$ cat src/hdl/assert_macros.svh
// Assertion macros for the fire alarm confirmation gate RTL.
// No dependencies; files that assert include this header by name.
`ifndef ASSERT_MACROS_SVH
`define ASSERT_MACROS_SVH

// General form: a concurrent assertion on a given clock and active-low reset.
`define FACG_ASSERT_IMPL(name, clk, rstn, prop, msg) \
  name: assert property (@(posedge clk) disable iff (!(rstn)) (prop)) \
    else $error(msg);

// Common form on the block clock and reset.
`define FACG_ASSERT(name, prop, msg) \
  `FACG_ASSERT_IMPL(name, clk_i, rst_ni, prop, msg)

`endif

$ cat src/hdl/facg_pkg.sv
// Package for the fire alarm confirmation gate: word types, register codes,
// reset values and fixed-point thresholds. No dependencies.
`timescale 1ns / 1ps
`default_nettype none

package facg_pkg;

  // APB address width: six 32-bit registers at byte addresses 0 to 20.
  localparam int unsigned ApbAw = 5;

  typedef enum logic [2:0] {
    REG_CONFIRM_MS       = 3'd0,
    REG_RELEASE_MS       = 3'd1,
    REG_MIN_HITS         = 3'd2,
    REG_AMB_CONFIRM_MS   = 3'd3,
    REG_AMB_MIN_HITS     = 3'd4,
    REG_AMB_MIN_SCORE    = 3'd5
  } reg_idx_e;

  typedef enum logic [1:0] {
    STATUS_NORMAL    = 2'd0,
    STATUS_CANDIDATE = 2'd1,
    STATUS_CONFIRMED = 2'd2
  } alarm_status_e;

  // Register reset values.
  localparam logic [15:0] RstConfirmMs    = 16'd350;
  localparam logic [15:0] RstReleaseMs    = 16'd350;
  localparam logic [3:0]  RstMinHits      = 4'd2;
  localparam logic [15:0] RstAmbConfirmMs = 16'd900;
  localparam logic [3:0]  RstAmbMinHits   = 4'd3;
  localparam logic [9:0]  RstAmbMinScore  = 10'd780;

  // Per-mille and tenth-of-grey thresholds.
  localparam logic [9:0]  CandSkinMin  = 10'd350;
  localparam logic [9:0]  SurrSkinMin  = 10'd80;
  localparam logic [9:0]  YellowMin    = 10'd400;
  localparam logic [9:0]  RescueScore  = 10'd860;
  localparam logic [9:0]  RedOrangeMin = 10'd240;
  localparam logic [11:0] BrightMin    = 12'd28;
  localparam logic [9:0]  MaskMin      = 10'd40;
  localparam logic [9:0]  FingerScore  = 10'd900;

  // Candidate display threshold in percent of the active confirm time.
  localparam logic [6:0]  PctScale  = 7'd100;
  localparam logic [6:0]  PctWarm   = 7'd80;
  localparam logic [6:0]  PctNormal = 7'd65;

  // Bit positions in result_flags.
  localparam int unsigned RfNew    = 0;
  localparam int unsigned RfFresh  = 1;
  localparam int unsigned RfDet    = 2;
  localparam int unsigned RfBox    = 3;
  localparam int unsigned RfCand   = 4;
  localparam int unsigned RfAgeOk  = 5;

  // Bit positions in box_flags.
  localparam int unsigned BfRefl   = 0;
  localparam int unsigned BfFinger = 1;
  localparam int unsigned BfTiny   = 2;
  localparam int unsigned BfSkin   = 3;
  localparam int unsigned BfCore   = 4;
  localparam int unsigned BfStrong = 5;
  localparam int unsigned BfBright = 6;
  localparam int unsigned BfSep    = 7;

  typedef struct packed {
    logic [31:0] time_ms;
    logic [5:0]  result_flags;
    logic [7:0]  box_flags;
    logic [9:0]  box_score;
    logic [9:0]  candidate_skin;
    logic [9:0]  surrounding_skin;
    logic [9:0]  yellow_ratio;
    logic [9:0]  red_orange;
    logic [9:0]  mask_change;
    logic [11:0] brightness_diff;
  } in_word_t;

  typedef struct packed {
    logic [1:0]  alarm_status;
    logic [31:0] pending_ms;
    logic [7:0]  hit_count;
    logic        warm_risk;
  } out_word_t;

  typedef struct packed {
    logic [15:0] confirm_ms;
    logic [15:0] release_ms;
    logic [3:0]  min_hits;
    logic [15:0] amb_confirm_ms;
    logic [3:0]  amb_min_hits;
    logic [9:0]  amb_min_score;
  } cfg_t;

  // Verdict of the risk gates for one result.
  typedef struct packed {
    logic raw;
    logic warm;
  } gate_t;

  // What the tracker hands on to the status stage for one word.
  typedef struct packed {
    logic [31:0] pending_ms;
    logic [15:0] active_confirm;
    logic        active_warm;
    logic [7:0]  hits;
    logic        alarm_on;
    logic        hit_timing;
    logic        show_ok;
    logic        cand_ready;
  } track_t;

endpackage

`default_nettype wire

$ cat src/hdl/facg_cfg.sv
// APB register file of the fire alarm confirmation gate.
// Depends on facg_pkg.
`timescale 1ns / 1ps
`default_nettype none

module facg_cfg (
  input  wire logic                        clk_i,
  input  wire logic                        rst_ni,
  input  wire logic                        psel,
  input  wire logic                        penable,
  input  wire logic                        pwrite,
  input  wire logic [facg_pkg::ApbAw-1:0]  paddr,
  input  wire logic [31:0]                 pwdata,
  output logic      [31:0]                 prdata,
  output logic                             pready,
  output facg_pkg::cfg_t                   cfg_o
);

  facg_pkg::cfg_t     cfg_q;
  facg_pkg::cfg_t     cfg_d;
  facg_pkg::reg_idx_e idx;
  logic               wr_en;

  assign pready = 1'b1;
  assign idx    = facg_pkg::reg_idx_e'(paddr[facg_pkg::ApbAw-1:2]);
  assign wr_en  = psel && penable && pwrite;

  always_comb begin
    cfg_d = cfg_q;
    if (wr_en) begin
      case (idx)
        facg_pkg::REG_CONFIRM_MS:     cfg_d.confirm_ms     = pwdata[15:0];
        facg_pkg::REG_RELEASE_MS:     cfg_d.release_ms     = pwdata[15:0];
        facg_pkg::REG_MIN_HITS:       cfg_d.min_hits       = pwdata[3:0];
        facg_pkg::REG_AMB_CONFIRM_MS: cfg_d.amb_confirm_ms = pwdata[15:0];
        facg_pkg::REG_AMB_MIN_HITS:   cfg_d.amb_min_hits   = pwdata[3:0];
        facg_pkg::REG_AMB_MIN_SCORE:  cfg_d.amb_min_score  = pwdata[9:0];
        default: begin
        end
      endcase
    end
  end

  always_comb begin
    case (idx)
      facg_pkg::REG_CONFIRM_MS:     prdata = {16'd0, cfg_q.confirm_ms};
      facg_pkg::REG_RELEASE_MS:     prdata = {16'd0, cfg_q.release_ms};
      facg_pkg::REG_MIN_HITS:       prdata = {28'd0, cfg_q.min_hits};
      facg_pkg::REG_AMB_CONFIRM_MS: prdata = {16'd0, cfg_q.amb_confirm_ms};
      facg_pkg::REG_AMB_MIN_HITS:   prdata = {28'd0, cfg_q.amb_min_hits};
      facg_pkg::REG_AMB_MIN_SCORE:  prdata = {22'd0, cfg_q.amb_min_score};
      default:                      prdata = 32'd0;
    endcase
  end

  always_ff @(posedge clk_i or negedge rst_ni) begin
    if (!rst_ni) begin
      cfg_q.confirm_ms     <= facg_pkg::RstConfirmMs;
      cfg_q.release_ms     <= facg_pkg::RstReleaseMs;
      cfg_q.min_hits       <= facg_pkg::RstMinHits;
      cfg_q.amb_confirm_ms <= facg_pkg::RstAmbConfirmMs;
      cfg_q.amb_min_hits   <= facg_pkg::RstAmbMinHits;
      cfg_q.amb_min_score  <= facg_pkg::RstAmbMinScore;
    end else begin
      cfg_q <= cfg_d;
    end
  end

  assign cfg_o = cfg_q;

endmodule

`default_nettype wire

$ cat src/hdl/facg_gate.sv
// Risk classification and score gates for the first detection box.
// Purely combinational; depends on facg_pkg.
`timescale 1ns / 1ps
`default_nettype none

module facg_gate (
  input  facg_pkg::in_word_t   word_i,
  input  wire logic [9:0]      amb_min_score_i,
  output facg_pkg::gate_t      gate_o
);

  logic has_box, refl, finger, skin, warm, rescue;
  logic pass_refl, pass_finger, pass_risk;
  logic f_core, f_strong;

  assign has_box  = word_i.result_flags[facg_pkg::RfBox];
  assign f_core   = word_i.box_flags[facg_pkg::BfCore];
  assign f_strong = word_i.box_flags[facg_pkg::BfStrong];

  assign refl   = has_box && word_i.box_flags[facg_pkg::BfRefl];
  assign finger = has_box && word_i.box_flags[facg_pkg::BfFinger];
  assign skin   = has_box && word_i.box_flags[facg_pkg::BfTiny] &&
                  (word_i.box_flags[facg_pkg::BfSkin] ||
                   (word_i.candidate_skin >= facg_pkg::CandSkinMin &&
                    word_i.surrounding_skin >= facg_pkg::SurrSkinMin));
  assign warm   = has_box && (finger || (!f_core && (refl || skin ||
                  word_i.yellow_ratio >= facg_pkg::YellowMin)));

  // A reflection may still pass when a very confident, red-orange box flickers.
  assign rescue = refl && word_i.box_score >= facg_pkg::RescueScore &&
                  word_i.red_orange >= facg_pkg::RedOrangeMin &&
                  (word_i.brightness_diff >= facg_pkg::BrightMin ||
                   word_i.mask_change >= facg_pkg::MaskMin);

  assign pass_refl   = has_box && (!refl || (f_strong && (f_core ||
                       word_i.box_flags[facg_pkg::BfBright] || rescue)));
  assign pass_finger = has_box && (!finger || (word_i.box_score >= facg_pkg::FingerScore &&
                       f_strong && word_i.box_flags[facg_pkg::BfSep]));
  assign pass_risk   = has_box && pass_refl && pass_finger &&
                       (!warm || (word_i.box_score >= amb_min_score_i && f_strong));

  assign gate_o.warm = warm;
  assign gate_o.raw  = word_i.result_flags[facg_pkg::RfFresh] &&
                       word_i.result_flags[facg_pkg::RfDet] && has_box && pass_risk;

endmodule

`default_nettype wire

$ cat src/hdl/facg_track.sv
// Hit and loss timing, confirmation and release state of the alarm.
// Depends on facg_pkg; the state advances once for each stepped word.
`timescale 1ns / 1ps
`default_nettype none

module facg_track (
  input  wire logic           clk_i,
  input  wire logic           rst_ni,
  input  wire logic           step_i,
  input  facg_pkg::in_word_t  word_i,
  input  facg_pkg::gate_t     gate_i,
  input  facg_pkg::cfg_t      cfg_i,
  output facg_pkg::track_t    track_o
);

  logic        alarm_on_q, alarm_on_d;
  logic        hit_timing_q, hit_timing_d;
  logic        loss_timing_q, loss_timing_d;
  logic [7:0]  hits_q, hits_d;
  logic [31:0] hit_start_q, hit_start_d;
  logic [31:0] loss_start_q, loss_start_d;
  logic [15:0] act_confirm_q, act_confirm_d;
  logic [3:0]  act_min_hits_q, act_min_hits_d;
  logic        act_warm_q, act_warm_d;
  logic [31:0] pending;
  logic        fresh;

  assign fresh = word_i.result_flags[facg_pkg::RfFresh];

  always_comb begin
    logic [15:0] need_ms;
    logic [3:0]  need_hits;
    logic [31:0] lost;
    logic        clear;

    alarm_on_d     = alarm_on_q;
    hit_timing_d   = hit_timing_q;
    loss_timing_d  = loss_timing_q;
    hits_d         = hits_q;
    hit_start_d    = hit_start_q;
    loss_start_d   = loss_start_q;
    act_confirm_d  = act_confirm_q;
    act_min_hits_d = act_min_hits_q;
    act_warm_d     = act_warm_q;
    pending        = 32'd0;
    need_ms   = gate_i.warm ? cfg_i.amb_confirm_ms : cfg_i.confirm_ms;
    need_hits = gate_i.warm ? cfg_i.amb_min_hits : cfg_i.min_hits;

    if (word_i.result_flags[facg_pkg::RfNew]) begin
      if (gate_i.raw) begin
        if (!hit_timing_q) begin
          hit_timing_d   = 1'b1;
          hit_start_d    = word_i.time_ms;
          hits_d         = 8'd1;
          act_confirm_d  = need_ms;
          act_min_hits_d = need_hits;
          act_warm_d     = gate_i.warm;
        end else begin
          if (hits_q != 8'hFF) begin
            hits_d = hits_q + 8'd1;
          end
          if (need_ms > act_confirm_q) begin
            act_confirm_d = need_ms;
          end
          if (need_hits > act_min_hits_q) begin
            act_min_hits_d = need_hits;
          end
          act_warm_d = act_warm_q || gate_i.warm;
        end
        loss_timing_d = 1'b0;
      end else if (!alarm_on_q) begin
        hit_timing_d   = 1'b0;
        hits_d         = 8'd0;
        act_confirm_d  = cfg_i.confirm_ms;
        act_min_hits_d = cfg_i.min_hits;
        act_warm_d     = 1'b0;
      end else if (!loss_timing_q) begin
        loss_timing_d = 1'b1;
        loss_start_d  = word_i.time_ms;
      end
    end

    if (hit_timing_d) begin
      pending = word_i.time_ms - hit_start_d;
    end

    if (!alarm_on_d && hit_timing_d && hits_d >= {4'd0, act_min_hits_d} &&
        pending >= {16'd0, act_confirm_d}) begin
      alarm_on_d    = 1'b1;
      loss_timing_d = 1'b0;
    end

    lost  = word_i.time_ms - loss_start_d;
    clear = !fresh || (alarm_on_d && loss_timing_d && lost >= {16'd0, cfg_i.release_ms});

    if (clear) begin
      alarm_on_d     = 1'b0;
      hit_timing_d   = 1'b0;
      loss_timing_d  = 1'b0;
      hits_d         = 8'd0;
      act_confirm_d  = cfg_i.confirm_ms;
      act_min_hits_d = cfg_i.min_hits;
      act_warm_d     = 1'b0;
    end
  end

  always_ff @(posedge clk_i or negedge rst_ni) begin
    if (!rst_ni) begin
      alarm_on_q     <= 1'b0;
      hit_timing_q   <= 1'b0;
      loss_timing_q  <= 1'b0;
      hits_q         <= 8'd0;
      hit_start_q    <= 32'd0;
      loss_start_q   <= 32'd0;
      act_confirm_q  <= facg_pkg::RstConfirmMs;
      act_min_hits_q <= facg_pkg::RstMinHits;
      act_warm_q     <= 1'b0;
    end else if (step_i) begin
      alarm_on_q     <= alarm_on_d;
      hit_timing_q   <= hit_timing_d;
      loss_timing_q  <= loss_timing_d;
      hits_q         <= hits_d;
      hit_start_q    <= hit_start_d;
      loss_start_q   <= loss_start_d;
      act_confirm_q  <= act_confirm_d;
      act_min_hits_q <= act_min_hits_d;
      act_warm_q     <= act_warm_d;
    end
  end

  assign track_o.pending_ms     = pending;
  assign track_o.active_confirm = act_confirm_d;
  assign track_o.active_warm    = act_warm_d;
  assign track_o.hits           = hits_d;
  assign track_o.alarm_on       = alarm_on_d;
  assign track_o.hit_timing     = hit_timing_d;
  assign track_o.show_ok        = fresh && word_i.result_flags[facg_pkg::RfAgeOk];
  assign track_o.cand_ready     = word_i.result_flags[facg_pkg::RfCand];

endmodule

`default_nettype wire

$ cat src/hdl/fire_alarm_confirm_gate_core.sv
// Fire alarm confirmation gate, top level: input, track and output stages.
// Depends on facg_pkg, facg_cfg, facg_gate, facg_track and assert_macros.svh.
//
// The block takes one word per display tick and returns one result word for
// each, in order. A word can be accepted in every clock cycle unless every
// stage is full and stalled; each result passes the input, track and output
// registers. facg_track updates the alarm state for one word per cycle,
// unless stalled, between the input and track registers; the candidate
// threshold multiply sits in the last stage on its own. Each stage holds its
// word while the next cannot move, so input is still taken while a result
// waits at the output until the stages fill. Registers are to be written
// over APB only while no word is in flight; the block does not check this.
// confirm_ms and min_hits also seed the active values of the next hit cycle.
`timescale 1ns / 1ps
`default_nettype none
`include "assert_macros.svh"

module fire_alarm_confirm_gate_core (
  input  wire logic                        clk_i,
  input  wire logic                        rst_ni,
  input  wire logic                        in_valid_i,
  output logic                             in_ready_o,
  input  facg_pkg::in_word_t               in_word_i,
  output logic                             out_valid_o,
  input  wire logic                        out_ready_i,
  output facg_pkg::out_word_t              out_word_o,
  input  wire logic                        psel,
  input  wire logic                        penable,
  input  wire logic                        pwrite,
  input  wire logic [facg_pkg::ApbAw-1:0]  paddr,
  input  wire logic [31:0]                 pwdata,
  output logic      [31:0]                 prdata,
  output logic                             pready
);

  facg_pkg::cfg_t     cfg;
  facg_pkg::gate_t    gate;
  facg_pkg::track_t   track;

  // Stage registers: input word, tracked state snapshot, output word.
  facg_pkg::in_word_t  in_word_q;
  logic                in_valid_q;
  facg_pkg::track_t    track_q;
  logic                track_valid_q;
  facg_pkg::out_word_t out_word_q, out_word_d;
  logic                out_valid_q;

  logic out_adv, track_adv, in_adv, in_acc, step;

  // Each stage moves when it is empty or the stage after it moves.
  assign out_adv   = !out_valid_q || out_ready_i;
  assign track_adv = !track_valid_q || out_adv;
  assign in_adv    = !in_valid_q || track_adv;
  assign in_ready_o = in_adv;
  assign in_acc    = in_valid_i && in_adv;
  assign step      = in_valid_q && track_adv;

  facg_cfg u_cfg (
    .clk_i   (clk_i),
    .rst_ni  (rst_ni),
    .psel    (psel),
    .penable (penable),
    .pwrite  (pwrite),
    .paddr   (paddr),
    .pwdata  (pwdata),
    .prdata  (prdata),
    .pready  (pready),
    .cfg_o   (cfg)
  );

  facg_gate u_gate (
    .word_i          (in_word_q),
    .amb_min_score_i (cfg.amb_min_score),
    .gate_o          (gate)
  );

  facg_track u_track (
    .clk_i   (clk_i),
    .rst_ni  (rst_ni),
    .step_i  (step),
    .word_i  (in_word_q),
    .gate_i  (gate),
    .cfg_i   (cfg),
    .track_o (track)
  );

  // Status: confirmed wins; otherwise a fresh, young enough box shows as a
  // candidate when the detector says so or the hit time has reached the
  // display share of the active confirm time (80 percent when warm, else 65).
  always_comb begin
    logic [38:0] pend_scaled;
    logic [38:0] conf_scaled;

    pend_scaled = 39'(track_q.pending_ms) * 39'(facg_pkg::PctScale);
    conf_scaled = 39'(track_q.active_confirm) *
                  39'(track_q.active_warm ? facg_pkg::PctWarm : facg_pkg::PctNormal);

    if (track_q.alarm_on) begin
      out_word_d.alarm_status = facg_pkg::STATUS_CONFIRMED;
    end else if (track_q.show_ok && (track_q.cand_ready ||
                 (track_q.hit_timing && pend_scaled >= conf_scaled))) begin
      out_word_d.alarm_status = facg_pkg::STATUS_CANDIDATE;
    end else begin
      out_word_d.alarm_status = facg_pkg::STATUS_NORMAL;
    end
    out_word_d.pending_ms = track_q.pending_ms;
    out_word_d.hit_count  = track_q.hits;
    out_word_d.warm_risk  = track_q.active_warm;
  end

  always_ff @(posedge clk_i or negedge rst_ni) begin
    if (!rst_ni) begin
      in_valid_q    <= 1'b0;
      track_valid_q <= 1'b0;
      out_valid_q   <= 1'b0;
    end else begin
      if (in_adv) begin
        in_valid_q <= in_valid_i;
      end
      if (track_adv) begin
        track_valid_q <= in_valid_q;
      end
      if (out_adv) begin
        out_valid_q <= track_valid_q;
      end
    end
  end

  // Payload registers carry no reset.
  always_ff @(posedge clk_i) begin
    if (in_acc) begin
      in_word_q <= in_word_i;
    end
    if (step) begin
      track_q <= track;
    end
    if (out_adv && track_valid_q) begin
      out_word_q <= out_word_d;
    end
  end

  assign out_valid_o = out_valid_q;
  assign out_word_o  = out_word_q;

  // An accepted word always lands in the input stage.
  `FACG_ASSERT(a_accept_lands, in_acc |=> in_valid_q, "accepted word lost at input stage")
  // A tracked word that cannot move on is kept.
  `FACG_ASSERT(a_track_holds, (track_valid_q && !out_adv) |=> track_valid_q, "tracked word dropped")
  // A confirmed alarm always rests on at least one counted hit.
  `FACG_ASSERT(a_confirm_hits, (out_valid_q && out_word_q.alarm_status == facg_pkg::STATUS_CONFIRMED) |-> (out_word_q.hit_count != 8'd0), "confirmed alarm without hits")
  // The warm rule is only latched inside a hit cycle.
  `FACG_ASSERT(a_warm_hits, (out_valid_q && out_word_q.warm_risk) |-> (out_word_q.hit_count != 8'd0), "warm risk without hits")

endmodule

`default_nettype wire

$ cat config.mk
export PLATFORM = sky130hd
export DESIGN_NAME = fire_alarm_confirm_gate_core
export DESIGN_NICKNAME = d
export VERILOG_FILES = /design/src/hdl/facg_pkg.sv /design/src/hdl/facg_cfg.sv /design/src/hdl/facg_gate.sv /design/src/hdl/facg_track.sv /design/src/hdl/fire_alarm_confirm_gate_core.sv
export VERILOG_INCLUDE_DIRS = /design/src /design/src/hdl
export SDC_FILE = /design/constraint.sdc
export NUM_CORES = 1
export LEC_CHECK = 0
export ABC_CLOCK_PERIOD_IN_PS = 8000
export BUFFER_PORTS_ARGS = -buffer_cell sky130_fd_sc_hd__buf_2
export CORE_ASPECT_RATIO = 1.75
export CORE_MARGIN = 1
export CORE_UTILIZATION = 55
export DETAILED_ROUTE_END_ITERATION = 6
export PLACE_DENSITY = 0.74
export SLEW_MARGIN = 10
export SYNTH_ARGS = -nofsm -noshare
export SYNTH_HDL_FRONTEND = slang
export SYNTH_HIERARCHICAL = 1
export SYNTH_SLANG_ARGS = --single-unit
export TNS_END_PERCENT = 30
$ cat constraint.sdc
create_clock -name clk_i -period 8 [get_ports clk_i]
set_input_delay 0 -clock clk_i [delete_from_list [all_inputs] [get_ports clk_i]]
set_output_delay 0 -clock clk_i [all_outputs]
set_load 0.005 [all_outputs]
==> reports/results.tsv <==
stage	metric	value	unit
power_and_ir_drop	PwrDens	249.3	nW/µm²
timing	Final min period	7.526	ns
yosys	Yosys warnings	6	
worst_setup_path	R2R depth	29	
clock_tree	htree depth	2	
worst_setup_path	kind of start point of the critical path	register	
power_and_ir_drop	leakage	14.06	nW
finish	Final Non-Filler Cells	3721	
timing	fin crit share	0.9408	
status	status	finished, final reports clean	
finish	FF/Latch Area	10290	µm²
worst_setup_path	worst reg-to-reg setup slack	0.47	ns
global_route	first-pass GRT wire length	122.2	mm
timing	hold_ws	0.06422	ns
global_route	grt total ovfl	0	
power_and_ir_drop	Final Power	7.863	mW
floorplan	Die Width	171.4	µm
placement	pre-CTS WS	0.4616	ns
worst_setup_path	Crit path largest cell delay	0.54	ns
global_route	vias in the first global route	23084	
finish	share of cells above drive strength 1	0.1657	
worst_setup_path	data required time of the worst path	8.46	ns
worst_setup_path	slowest stage cell, crit path	dfstp_2	
finish	final design area excluding fillers	31540	µm²
placement	final HPWL from detailed placement	57.61	mm
timing	RSZ-0062 raised after global routing	no	
hold_path	HP Class	in -> reg	
route	WL final	77.44	mm
finish	P&R area growth vs syn	14.22	%
power_and_ir_drop	maximum vdd drop	219.1	µV
placement	RD Place Congestion	0.9861	
worst_setup_path	arrival time worst endpoint	7.98	ns
floorplan	Ports	240	
global_route	initial antenna violation count	2	
clock_tree	CTS max path bufs	3	
route	initial DRC count	1558	
placement	input/output buffers	186	
placement	dpl cell area	29100	µm²
placement	dpl cells	3530	
timing	final worst slack	0.4739	ns
clock_tree	CTS tree	done	
clock_tree	CTS clk-pin slew, worst paths	0.06	ns
route	first drt pass iteration count	5	
finish	final design utilization	0.6360	
worst_setup_path	critical path endpoint category	register	
timing	Fin. Hold Viols	0	
yosys	Cells after Synth	2756	
hold_path	hold path start	penable	
floorplan	row cnt	108	
route	Via density	6.056	
worst_setup_path	CP dominant cell by count	ha_1	
clock_tree	CTS sink cnt	369	
route	ANT nets after route	0	
floorplan	DIE HEIGHT	298.4	µm
hold_path	hold path cells	4	
hold_path	hold worst-path end	u_cfg/cfg_o[30]	
global_route	Total GRT Usage	0.3074	
floorplan	Starting Density	0.5569	
route	drt wl/cell	20.81	µm
finish	final net count	3546	
clock_tree	clk root buf	clkbuf_16	
timing	Fmax achieved	132.9	MHz
yosys	Syn Area/Cell	10.02	µm²
timing	Worst-Margin Slew	1.052	ns
timing	slew margin rel.	0.2990	
worst_setup_path	WS Path Type	reg -> reg	
worst_setup_path	Crit path max-delay family	compound AO/OA/AOI/OAI gates	
yosys	Post-Syn Area	27620	µm²
timing	Setup TNS	0	ns
timing	Final Max Slew Viols	0	
worst_setup_path	critical path fanouts, max	15	
worst_setup_path	Bufs and invs on worst path	4	
route	Vias	22534	
finish	Fillers	4067	
floorplan	CORE AREA	49590	µm²
clock_tree	clk_lat worst skew	0.56	ns
floorplan	die area	51150	µm²
global_route	largest net degree at the start of global routing	95	
clock_tree	total CTS buffers	37	
timing	Layout Skew	0.02109	ns
finish	multi-input logic area	15890	µm²
worst_setup_path	R2R Path Start	u_cfg/cfg_o[2]	
job	max cap viols	0	
timing	final setup vio count	0	
route	# DRC	0	
worst_setup_path	r2r endpoint	u_track/act_confirm_q[2]	
state kept, by name, summed over array words and instances (netlist names):
name	cells
u_track/hits_q	8
track_q	20
u_track/loss_start_q	32
u_track/act_confirm_q	16
u_track/hit_start_q	32
track_valid_q	1
u_track/act_min_hits_q	4
in_valid_q	1
out_word_o	43
out_word_d	41
u_track/act_warm_q	1
u_track/alarm_on_q	1
u_cfg/cfg_o	66
u_track/loss_timing_q	1
in_word_q	100
u_track/hit_timing_q	1
out_valid_o	1
worst max-delay path by stage:
stage	from	endpoint	cells after the start
3_3_place_gp	u_cfg/cfg_o[2]	u_track/act_confirm_q[5]	29
3_5_place_dp	u_cfg/cfg_o[2]	u_track/act_confirm_q[5]	29
2_1_floorplan	u_cfg/cfg_o[2]	track_q[3]	34
4_1_cts	u_cfg/cfg_o[2]	u_track/act_confirm_q[0]	29
5_1_grt	u_cfg/cfg_o[2]	u_track/act_confirm_q[4]	30
6_report	u_cfg/cfg_o[2]	u_track/act_confirm_q[2]	29
repair_timing:
item                       4_1_cts  5_1_grt
hold endpoints to repair       258        0
hold buffers                   120        0
buffers inserted                 0        1
resized for setup                0        1
setup endpoints to repair        0       15
where the power goes:
| part | switching (mW) | leakage [nW] | total [mW] | internal (mW) |
|---|---|---|---|---|
| clock network | 0.805 | 0.577 | 1.77 | 0.966 |
| logic | 2.10 | 9.51 | 3.54 | 1.43 |
| registers | 0.231 | 3.98 | 2.56 | 2.33 |
| total | 3.14 | 14.1 | 7.86 | 4.73 |
tightest hold or removal path, cell delays in order:
cell and delay [ns]:
buf_2 0.12, nand4b_4 0.11, nor2_1 0.12, mux2_2 0.24
area by class of cell:
class                           count  area share
Antenna cell                        2   0.0001587
Clock buffer                       40     0.02971
Clock inverter                     28    0.008766
Inverter                          223     0.02654
Multi-Input combinational cell   2052      0.5039
Sequential cell                   369      0.3263
Tap cell                          660     0.02618
Timing Repair Buffer              347     0.07846
cells in the final DEF (no fill, tap or decap), types with 37 or more instances in the layout:
cell,n
ha_1,316
inv_1,222
edfxtp_1,204
a21oi_1,191
nor2_1,189
nand2_1,185
buf_2,185
dfrtp_1,135
o21ai_0,124
dlygate4sd3_1,120
mux2_2,92
mux2i_1,91
nand3_1,70
a21o_1,48
nand4_1,44
xnor2_1,43
nand2b_1,41
xor2_1,41
fa_1,38
buf_4,38
clkbuf_16,37
layer usage:
metal | wire [µm] | up-vias | track usage
li1 | - | 10616 | -
met1 | 28760 | 10860 | 0.3365
met2 | 39670 | 811 | 0.5517
met3 | 3627 | 247 | 0.03867
met4 | 5386 | 0 | 0.1983
met5 | 0 | - | 0
(Power assumes the default switching activity.)
